[src/hdl/arp_pkg.sv]
package arp_pkg;

	localparam int NOTE_W     = 7;
	localparam int NOTE_COUNT = 128;
	localparam int CNT_W      = 8;
	localparam int CH_IN_W    = 4;

	typedef enum logic [1:0] {
		MODE_TICK     = 2'd0,
		MODE_NOTE_ON  = 2'd1,
		MODE_NOTE_OFF = 2'd2,
		MODE_FETCH    = 2'd3
	} arp_mode_t;

	typedef logic [1:0] arp_mark_t;

	localparam arp_mark_t MARK_OFF      = 2'd0;
	localparam arp_mark_t MARK_HELD     = 2'd1;
	localparam arp_mark_t MARK_RELEASED = 2'd2;

	typedef struct packed {
		arp_mode_t            mode;
		logic [NOTE_W-1:0]    note;
		logic [CH_IN_W-1:0]   channel;
	} arp_in_t;

	typedef struct packed {
		logic [NOTE_W-1:0]    next_note;
		logic [CNT_W-1:0]     held_notes;
	} arp_out_t;

	// controller to datapath
	typedef struct packed {
		logic note_on;
		logic note_off;
		logic tick_go;
		logic fetch_go;
		logic run;
		logic fetch_out;
	} arp_ctl_t;

	// datapath to controller
	typedef struct packed {
		logic count_one;
		logic scan_done;
	} arp_sts_t;

endpackage

[src/hdl/auto_arpeggio_note_selector.sv]
// Up-arpeggiator note picker. An item is taken when start is high and busy is low.
// A note-off is done in the accept cycle and never raises busy. A tick while the
// held count is one is likewise done at once. Any other tick scans the note marks
// upward from the pointer, one mark per cycle through the single read port of the
// mark memory, and holds busy until the first held note is found or every mark has
// been scanned. A note-on recounts all 128 marks the same way and holds busy until
// the last mark is counted. A fetch holds busy while in the fetch state; its result
// shows on result with done high for a single cycle, registered from the fetch
// state, and is taken at the edge that ends that cycle since the block
// cannot be stalled. Mark and pending-note storage come out of reset cleared, with
// no start-up sweep.
module auto_arpeggio_note_selector #(
	parameter int CHANNELS = 16
) (
	input  logic              clk,
	input  logic              arst_n,
	input  logic              start,
	output logic              busy,
	input  arp_pkg::arp_in_t  cmd,
	output logic              done,
	output arp_pkg::arp_out_t result
);
	import arp_pkg::*;

	arp_ctl_t ctl;
	arp_sts_t sts;

	arp_ctrl u_ctrl (
		.clk    (clk),
		.arst_n (arst_n),
		.start  (start),
		.mode   (cmd.mode),
		.sts    (sts),
		.busy   (busy),
		.ctl    (ctl)
	);

	arp_dp #(
		.CHANNELS (CHANNELS)
	) u_dp (
		.clk    (clk),
		.arst_n (arst_n),
		.cmd    (cmd),
		.ctl    (ctl),
		.sts    (sts),
		.done   (done),
		.result (result)
	);

endmodule

[src/hdl/arp_ram.sv]
module arp_ram #(
	parameter int WIDTH = 2,
	parameter int DEPTH = 128,
	localparam int AW = (DEPTH > 1) ? $clog2(DEPTH) : 1
) (
	input  logic             clk,
	input  logic             we,
	input  logic [AW-1:0]    waddr,
	input  logic [WIDTH-1:0] wdata,
	input  logic [AW-1:0]    raddr,
	output logic [WIDTH-1:0] rdata
);

	logic [WIDTH-1:0] mem_q [DEPTH];
	logic [WIDTH-1:0] rd_q;

	always_ff @(posedge clk) begin
		if (we) begin
			mem_q[waddr] <= wdata;
		end
		rd_q <= mem_q[raddr];
	end

	assign rdata = rd_q;

endmodule

[src/hdl/arp_ctrl.sv]
module arp_ctrl (
	input  logic               clk,
	input  logic               arst_n,
	input  logic               start,
	input  arp_pkg::arp_mode_t mode,
	input  arp_pkg::arp_sts_t  sts,
	output logic               busy,
	output arp_pkg::arp_ctl_t  ctl
);
	import arp_pkg::*;

	typedef enum logic [1:0] {
		S_IDLE,
		S_RUN,
		S_FETCH
	} state_t;

	state_t state_q;
	logic   accept;

	assign accept = start && (state_q == S_IDLE);
	assign busy   = (state_q != S_IDLE);

	always_comb begin
		ctl = '0;
		if (accept) begin
			unique case (mode)
				MODE_TICK:     ctl.tick_go  = !sts.count_one;
				MODE_NOTE_ON:  ctl.note_on  = 1'b1;
				MODE_NOTE_OFF: ctl.note_off = 1'b1;
				MODE_FETCH:    ctl.fetch_go = 1'b1;
				default:       ctl = '0;
			endcase
		end
		ctl.run       = (state_q == S_RUN);
		ctl.fetch_out = (state_q == S_FETCH);
	end

	always_ff @(posedge clk or negedge arst_n) begin
		if (!arst_n) begin
			state_q <= S_IDLE;
		end else begin
			unique case (state_q)
				S_IDLE: begin
					if (ctl.note_on || ctl.tick_go) begin
						state_q <= S_RUN;
					end else if (ctl.fetch_go) begin
						state_q <= S_FETCH;
					end
				end
				S_RUN: begin
					if (sts.scan_done) begin
						state_q <= S_IDLE;
					end
				end
				S_FETCH: state_q <= S_IDLE;
				default: state_q <= S_IDLE;
			endcase
		end
	end

	a_run_ends: assert property (@(posedge clk) disable iff (!arst_n)
		(state_q == S_RUN) && sts.scan_done |=> (state_q == S_IDLE))
		else $error("scan did not return to idle");

	a_fetch_one: assert property (@(posedge clk) disable iff (!arst_n)
		(state_q == S_FETCH) |=> (state_q == S_IDLE))
		else $error("fetch state held more than one cycle");

endmodule

[src/hdl/arp_dp.sv]
module arp_dp #(
	parameter int CHANNELS = 16
) (
	input  logic              clk,
	input  logic              arst_n,
	input  arp_pkg::arp_in_t  cmd,
	input  arp_pkg::arp_ctl_t ctl,
	output arp_pkg::arp_sts_t sts,
	output logic              done,
	output arp_pkg::arp_out_t result
);
	import arp_pkg::*;

	localparam int CH_W = (CHANNELS > 1) ? $clog2(CHANNELS) : 1;

	logic [NOTE_W-1:0]   ptr_q;
	logic [CNT_W-1:0]    held_cnt_q;
	logic [CNT_W-1:0]    acc_q;
	logic                tick_q;
	logic [CH_W-1:0]     ch_addr_q;
	logic                ch_ok_q;
	logic [NOTE_W-1:0]   iss_q;
	logic [CNT_W-1:0]    icnt_q;
	logic [NOTE_W-1:0]   ecnt_q;
	logic                vld_s1;
	logic [NOTE_W-1:0]   addr_s1;
	logic                mval_s1;
	logic                fv_s1;
	logic [NOTE_COUNT-1:0] mvalid_q;
	logic [CHANNELS-1:0] pvalid_q;
	logic                done_q;
	arp_out_t            result_q;

	arp_mark_t         mark_rd;
	arp_mark_t         mark_eff;
	logic [NOTE_W-1:0] pend_rd;
	logic [CH_W-1:0]   ch_addr_in;
	logic              ch_ok_in;
	logic              issue;
	logic              eval;
	logic              hit;
	logic              last;
	logic              finish;
	logic              pend_we;
	logic [CNT_W-1:0]  held_inc;

	assign ch_addr_in = CH_W'(cmd.channel);
	assign ch_ok_in   = int'(cmd.channel) < CHANNELS;

	// a mark whose valid bit is clear reads as off
	assign mark_eff = mval_s1 ? mark_rd : MARK_OFF;
	assign issue    = ctl.run && (icnt_q < CNT_W'(NOTE_COUNT));
	assign eval     = ctl.run && vld_s1;
	assign hit      = tick_q && (mark_eff == MARK_HELD);
	assign last     = (ecnt_q == NOTE_W'(NOTE_COUNT - 1));
	assign finish   = eval && (hit || last);
	assign pend_we  = eval && hit && ch_ok_q;
	assign held_inc = CNT_W'(mark_eff == MARK_HELD);

	assign sts.scan_done = finish;
	assign sts.count_one = (held_cnt_q == CNT_W'(1));

	arp_ram #(
		.WIDTH ($bits(arp_mark_t)),
		.DEPTH (NOTE_COUNT)
	) u_mark_ram (
		.clk   (clk),
		.we    (ctl.note_on || ctl.note_off),
		.waddr (cmd.note),
		.wdata (ctl.note_on ? MARK_HELD : MARK_RELEASED),
		.raddr (iss_q),
		.rdata (mark_rd)
	);

	arp_ram #(
		.WIDTH (NOTE_W),
		.DEPTH (CHANNELS)
	) u_pend_ram (
		.clk   (clk),
		.we    (pend_we),
		.waddr (ch_addr_q),
		.wdata (addr_s1),
		.raddr (ch_addr_in),
		.rdata (pend_rd)
	);

	always_ff @(posedge clk or negedge arst_n) begin
		if (!arst_n) begin
			ptr_q      <= '0;
			held_cnt_q <= '0;
			acc_q      <= '0;
			tick_q     <= 1'b0;
			ch_addr_q  <= '0;
			ch_ok_q    <= 1'b0;
			iss_q      <= '0;
			icnt_q     <= '0;
			ecnt_q     <= '0;
			vld_s1     <= 1'b0;
			addr_s1    <= '0;
			mval_s1    <= 1'b0;
			fv_s1      <= 1'b0;
			mvalid_q   <= '0;
			pvalid_q   <= '0;
			done_q     <= 1'b0;
			result_q   <= '0;
		end else begin
			done_q <= ctl.fetch_out;
			if (ctl.fetch_out) begin
				result_q.next_note  <= fv_s1 ? pend_rd : '0;
				result_q.held_notes <= held_cnt_q;
			end

			// fetch reads the slot and empties it
			if (ctl.fetch_go) begin
				fv_s1 <= ch_ok_in && pvalid_q[ch_addr_in];
				if (ch_ok_in) begin
					pvalid_q[ch_addr_in] <= 1'b0;
				end
			end

			if (ctl.note_on || ctl.note_off) begin
				mvalid_q[cmd.note] <= 1'b1;
			end
			if (ctl.note_on) begin
				ptr_q <= cmd.note;
			end

			if (ctl.note_on || ctl.tick_go) begin
				tick_q    <= ctl.tick_go;
				ch_addr_q <= ch_addr_in;
				ch_ok_q   <= ch_ok_in;
				iss_q     <= ctl.tick_go ? ptr_q + NOTE_W'(1) : '0;
				icnt_q    <= '0;
				ecnt_q    <= '0;
				acc_q     <= '0;
				vld_s1    <= 1'b0;
			end else begin
				vld_s1 <= issue;
				if (issue) begin
					iss_q   <= iss_q + NOTE_W'(1);
					icnt_q  <= icnt_q + CNT_W'(1);
					addr_s1 <= iss_q;
					mval_s1 <= mvalid_q[iss_q];
				end
				if (eval) begin
					ecnt_q <= ecnt_q + NOTE_W'(1);
					if (tick_q) begin
						if (mark_eff == MARK_RELEASED) begin
							mvalid_q[addr_s1] <= 1'b0;
						end
						// no held note leaves the pointer back at its start
						if (finish) begin
							ptr_q <= addr_s1;
						end
						if (pend_we) begin
							pvalid_q[ch_addr_q] <= 1'b1;
						end
					end else begin
						acc_q <= acc_q + held_inc;
						if (last) begin
							held_cnt_q <= acc_q + held_inc;
						end
					end
				end
			end
		end
	end

	assign done   = done_q;
	assign result = result_q;

	a_fetch_latency: assert property (@(posedge clk) disable iff (!arst_n)
		ctl.fetch_go |-> ##2 done)
		else $error("fetch result not delivered two cycles after accept");

	a_count_range: assert property (@(posedge clk) disable iff (!arst_n)
		held_cnt_q <= CNT_W'(NOTE_COUNT))
		else $error("held count out of range");

	a_count_nonzero: assert property (@(posedge clk) disable iff (!arst_n)
		eval && last && !tick_q |=> (held_cnt_q != '0))
		else $error("recount after note on found no held note");

endmodule

[config.mk]
export PLATFORM = sky130hd
export DESIGN_NAME = auto_arpeggio_note_selector
export DESIGN_NICKNAME = d
export VERILOG_FILES = /design/src/hdl/arp_pkg.sv /design/src/hdl/auto_arpeggio_note_selector.sv /design/src/hdl/arp_ram.sv /design/src/hdl/arp_ctrl.sv /design/src/hdl/arp_dp.sv
export SDC_FILE = /design/constraint.sdc
export NUM_CORES = 1
export LEC_CHECK = 0
export BUFFER_PORTS_ARGS = -buffer_cell sky130_fd_sc_hd__buf_2
export CORE_MARGIN = 1.5
export CORE_UTILIZATION = 60
export CTS_CLUSTER_DIAMETER = 30
export DETAILED_ROUTE_END_ITERATION = 8
export PLACE_DENSITY = 0.76
export SKIP_CTS_REPAIR_TIMING = 1
export SLEW_MARGIN = 15
export SYNTH_ARGS = -nofsm -noshare
export SYNTH_HDL_FRONTEND = slang
export SYNTH_HIERARCHICAL = 1
export SYNTH_SLANG_ARGS = --single-unit
[constraint.sdc]
create_clock -name clk -period 7.8 [get_ports clk]
set_input_delay 0.39 -clock clk [delete_from_list [all_inputs] [get_ports clk]]
set_output_delay 0.39 -clock clk [all_outputs]
set_load 0.02 [all_outputs]
Word level (Yosys, flattened, before mapping)
Memories as Yosys holds them, arrays and structs flattened. A register that Yosys moved wholly into a read port is not among the register bits.
Index checks and enable logic that the tools add are counted.
{ "word_totals": {"regBits": 223, "romBits": 0, "latch_bits": 0, "n_memories": 2, "wordCells": 134, "output_inout_bits": 17, "mem_bits_rw": 368, "input_bits": 16} }
{ "classes": {"eq_ne": 12, "n_addsub": 5, "multipliers": 0, "reduce_logical": 24, "muxes": 54, "n_bitwise": 8, "order_cmp": 10, "n_div": 0, "shift": 0} }
{ "mem_list": {"columns": ["memory", "depth", "width", "rd", "rd_ports_with_merged_regs", "wr", "line", "text"], "rows": [
  ["u_dp.u_mark_ram.mem_q", 128, 2, 1, 1, 1, "arp_ram.sv:14", "logic [WIDTH-1:0] mem_q [DEPTH];"],
  ["u_dp.u_pend_ram.mem_q", 16, 7, 1, 1, 1, "arp_ram.sv:14", null]
]} }
{ "op_table": {"columns": ["cell", "n"], "rows": [
  ["$mux W128", 5],
  ["$and A128 B128 Y128", 1],
  ["$not A128 Y128", 1],
  ["$or A128 B128 Y128", 1],
  ["$mux W16", 5],
  ["$mux W7", 11],
  ["$mux W8", 5],
  ["$lt A7 B8 Y1 const B", 3],
  ["$add A7 B1 Y7 const B", 3],
  ["$and A16 B16 Y16", 1],
  ["$not A16 Y16", 1],
  ["$or A16 B16 Y16", 1],
  ["$mux W1", 15],
  ["$demux W1 S7", 2],
  ["$ge A7 B1 Y1 const B", 2],
  ["$logic_and A1 B1 Y1", 11],
  ["$lt A4 B5 Y1 const B", 2],
  ["$mux W2", 5],
  ["$add A8 B1 Y8", 1],
  ["$add A8 B1 Y8 const B", 1],
  ["$demux W1 S4", 2],
  ["$eq A2 B2 Y1 const B", 4],
  ["$eq A8 B1 Y1 const B", 1],
  ["$ge A4 B1 Y1 const B", 2],
  ["16 further kinds", 27]
]} }

Depth between registers and ports, before layout
{ "logic_depth": {"word_depth": 12, "mapped_depth": 11, "depth_no_buf": 10} }

Cells and area by module
Netlist, hierarchy kept.
{ "by_module_without_submodules": {"columns": ["module", "area_each_um2", "cells_each", "seq_area_each_um2", "n_inst"], "rows": [
  ["arp_ram at u_dp.u_mark_ram", 10612.7, 611, 7727.4, 1],
  ["arp_dp", 10526.3, 1018, 5530.3, 1],
  ["arp_ram at u_dp.u_pend_ram", 4530.6, 203, 3503.4, 1],
  ["arp_ctrl", 160.2, 16, 50.0, 1]
]} }

Least setup slack after synthesis
Ideal clock, no wire load.
{ "synth_timing": {"kind": "reg2reg", "startpoint": "register u_ctrl.state_q[1]", "endpoint": "register u_dp.ptr_q[5]", "stages_incl_launch_ff": 10, "required_time_ns": 7.664, "n_path_buf": 1, "t_arrival_ns": 5.235, "setup_ns": 0.136, "period_less_slack_ns": 5.371, "setup_slack_ns": 2.429, "cell_sequence": "dfrtp_1 nor2_4 and4b_1 inv_1 nand2_1 nor2_1 and2_1 clkbuf_1 nand2_1 o21ai_0"} }
{ "synth_lines": {"columns": ["element", "line", "text"], "rows": [
  ["from (decl)", "arp_ctrl.sv:18", "state_t state_q;"],
  ["from (signal assigned)", "arp_ctrl.sv:41", "state_q <= S_IDLE;"],
  ["from (signal assigned)", "arp_ctrl.sv:46", "state_q <= S_RUN;"],
  ["from (signal assigned)", "arp_ctrl.sv:48", "state_q <= S_FETCH;"],
  ["to (signal assigned)", "arp_dp.sv:125", "ptr_q <= cmd.note;"],
  ["to (signal assigned)", "arp_dp.sv:153", "ptr_q <= addr_s1;"],
  ["to (decl)", "arp_dp.sv:16", "logic [NOTE_W-1:0] ptr_q;"]
]} }

==> out/metrics.yaml <==
rows: 75
antenna_found_initial: 1
slowest_stage: "nor3_1"
insertion_delay_ps: 650
grt_start_max_net_pins: 82
clk_pin_slew_ps: 50
slew-limit-headroom: 0.165
ys.flop_type: "edfxtp_1"
first_pass_iters: 7
setup_violations: 0
p_per_area_nw_per_um2: 354
core_um2: 42200
maxSlewViolCount: 0
multi_input_area_um2: 8460
final_cells: 2550
worstPathRequired_ps: 8270
place_inst: 2343
io_pins: 33
die_area_um2: 44300
drv_cap: 0
fillCellCount: 2568
initial_core_util: 0.612
die_y_um: 210
start_kind: "flip-flop"
hp-class: "input pin to flip-flop"
overflow: 0
synth-seq-area-share: 0.651
area_growth_pct: 16.8
wl_per_cell_um: 26.2
hpwlAfterDp_um: 36700
worstPathArrival_ps: 4510
fmax_mhz: 247
detail_route.vias_per_cell: 6.82
clk_path_buf_depth: 3
ant_nets: 0
syn-num-nets: 1870
async_flop_share: 0.372
grt_pass1_wl_um: 103000
synth-seq-cells: 600
place_ws_ps: 3810
status: "finished clean"
via_count: 17400
fin_crit_ps: 4040
numClockSinks: 600
cp-end-kind: "flip-flop"
wl_um: 66700
syn_area_um2: 25800
drt_iter0_markers: 2398
cts_root_buf: "clkbuf_16"
r2r_slack_ps: 3760
grt_use_total: 0.308
worstPathMaxFanout: 13
final-seq-area_um2: 16800
peakVddDrop_mv: 0.170
portBuffers: 32
syn_area_per_cell_um2: 14.0
grt_pass1_vias: 17900
synth_edf_count: 368
cts_tree: "done"
drc: 0
fp.dieW_um: 210
cts_buffers: 109
critPathKind: "flip-flop to flip-flop"
crit_path_cell_trace: "nor4_1 > and4b_1 > nor2_1 > and4b_1 > nor2_1 > nand3_1 > nor3_1 > a21oi_1"
synth_cell_types: 67
drive_above_1_share: 0.191
syn_inst: 1848
hold_viol_final: 0
fin_ws_ps: 3760
min_period_over_period: 0.518
gp_congestion: 0.920
ys_warn_count: 6
tightest_slew_ps: 1250
num-nets-final: 1938
critical_path.max_stage_delay_ps: 990
rsz0062_at_grt: "false"
p_leak_nw: 11.3
htreeDepth: 3
skew_ps: 27.5
setup_tns_ps: 0
## sequential cells by signal, summed over array words and instances, names as in the netlist
signal and count:
u_dp/ch_ok_q 1, u_dp/u_pend_ram/rdata 7, u_ctrl/state_q 2, u_dp/fv_s1 1, u_dp/result 15, u_dp/u_pend_ram/mem_q 112, u_dp/addr_s1 7, u_dp/u_mark_ram/mem_q 256
u_dp/iss_q 7, u_dp/held_cnt_q 8, u_dp/done 1, u_dp/ch_addr_q 4, u_dp/vld_s1 1, u_dp/u_mark_ram/rdata 2, u_dp/icnt_q 8, u_dp/pvalid_q 16
u_dp/tick_q 1, u_dp/mvalid_q 128, u_dp/mval_s1 1, u_dp/ptr_q 7, u_dp/ecnt_q 7, u_dp/acc_q 8
## worst paths after layout
kind / start / to / cells after the start
min reg2reg: u_dp/u_pend_ram/rdata[2] / u_dp/result[10] / 2
min: cmd[11] / u_ctrl/state_q[1] / 2
max: u_dp/held_cnt_q[5] / u_dp/mvalid_q[112] / 8
max in group asynchronous: arst_n / u_dp/mvalid_q[83] / 3
max reg2reg: u_dp/held_cnt_q[5] / u_dp/mvalid_q[112] / 8
min in group asynchronous: arst_n / u_dp/result[13] / 2
## worst max-delay path: cells and delay by family (launching register included)
family | cells | cell delay [ps]
AND/OR/NAND/NOR | 7 | 3280
AO/OA/AOI/OAI | 1 | 180
flip-flops | 1 | 380
## cell usage in the layout, fill, tap and decap left out, types with 7 or more instances in the layout
| cell type | synthesis | layout |
|---|---|---|
| a21oi_1 | 274 | 274 |
| a22oi_1 | 30 | 30 |
| and2_1 | 7 | 7 |
| and3_1 | 8 | 8 |
| buf_2 | 21 | 31 |
| buf_4 | 2 | 22 |
| bufinv_16 | 0 | 15 |
| clkbuf_1 | 50 | 13 |
| clkbuf_16 | 0 | 111 |
| clkinv_2 | 0 | 15 |
| clkinv_4 | 0 | 12 |
| clkinvlp_4 | 0 | 15 |
| dfrtp_1 | 223 | 220 |
| dfxtp_1 | 9 | 9 |
| edfxtp_1 | 368 | 368 |
| inv_1 | 17 | 16 |
| inv_6 | 0 | 9 |
| mux2_2 | 21 | 21 |
| mux2i_1 | 54 | 54 |
| mux4_1 | 27 | 27 |
| mux4_2 | 89 | 89 |
| nand2_1 | 107 | 107 |
| nand2b_1 | 26 | 26 |
| nand3_1 | 40 | 40 |
| nand3b_1 | 8 | 8 |
| nor2_1 | 196 | 191 |
| nor2b_1 | 18 | 18 |
| nor3_1 | 37 | 32 |
| nor3_2 | 2 | 7 |
| nor4_1 | 10 | 7 |
| o21ai_0 | 55 | 55 |
| o22ai_1 | 15 | 15 |
| xnor2_1 | 17 | 17 |
| xor2_1 | 12 | 12 |
## cell type report
type                            instances  area share
Tap cell                              539      0.0223
Clock buffer                          130      0.0964
Sequential cell                       600       0.557
Timing Repair Buffer                   55      0.0114
Inverter                               18     0.00224
Multi-Input combinational cell       1132       0.280
Antenna cell                            1   0.0000829
Clock inverter                         75      0.0297
## where the power goes
| part | switching, W | leakage (nW) | internal [W] |
|---|---|---|---|
| clock | 0.00165 | 1.82 | 0.00317 |
| sequential | 0.000383 | 6.46 | 0.00365 |
| combinational | 0.00105 | 3.00 | 0.000770 |
## per-layer routing
metal / GRT usage / part of all wire / vias up
li1: - / - / 7238
met1: 0.416 / 0.38 / 8767
met2: 0.481 / 0.47 / 1173
met3: 0.0781 / 0.11 / 215
met4: 0.135 / 0.039 / 0
met5: 0 / 0 / -
## kinds of logic (layout without fill, tap and decap cells)
| group | count (synthesis) | count (layout) | synth area share |
|---|---|---|---|
| flops | 600 | 600 | 0.651 |
| mux | 191 | 191 | 0.135 |
| compound gates | 407 | 407 | 0.0861 |
| other cells | 0 | 1 | 0 |
| simple gates | 499 | 499 | 0.0914 |
| buf+inv | 116 | 278 | 0.0238 |
| fa+ha+maj | 6 | 6 | 0.00291 |
| xor+xnor | 29 | 29 | 0.00983 |
## through the flow
stage	cell area [µm²]	utilization	hold WS, ps	power [W]
final	30200	0.715	65.9	0.0107
after global routing	30200	0.715	49.9	0.0110
after CTS	30100	0.714	-289	0.0107
after detailed placement	26300	0.624	377	0.00581
after global placement	26300	0.623	364	0.00574
after floorplan	25800	-	94.4	0.00531
## cell usage after synthesis, types with 6 or more instances
cell / number / area, µm²
nand3b_1: 8 / 60.1
and2_1: 7 / 43.8
and3_1: 8 / 50.1
dfxtp_1: 9 / 180
o22ai_1: 15 / 93.8
nor4_1: 10 / 62.6
buf_1: 10 / 37.5
dfrtp_1: 223 / 5580
xor2_1: 12 / 105
or3_1: 6 / 37.5
inv_1: 17 / 63.8
buf_6: 10 / 113
nand4_1: 6 / 37.5
o21ai_0: 55 / 275
nor2_1: 196 / 736
edfxtp_1: 368 / 11100
mux2i_1: 54 / 541
nor2b_1: 18 / 113
mux4_1: 27 / 709
nor3_1: 37 / 185
a21oi_1: 274 / 1370
nand2_1: 107 / 402
ha_1: 6 / 75.1
nand2b_1: 26 / 163
nand3_1: 40 / 200
buf_2: 21 / 105
mux4_2: 89 / 2000
clkbuf_1: 50 / 188
xnor2_1: 17 / 149
mux2_2: 21 / 236
a22oi_1: 30 / 225
No activity file was read; power rests on OpenSTA's default activity.
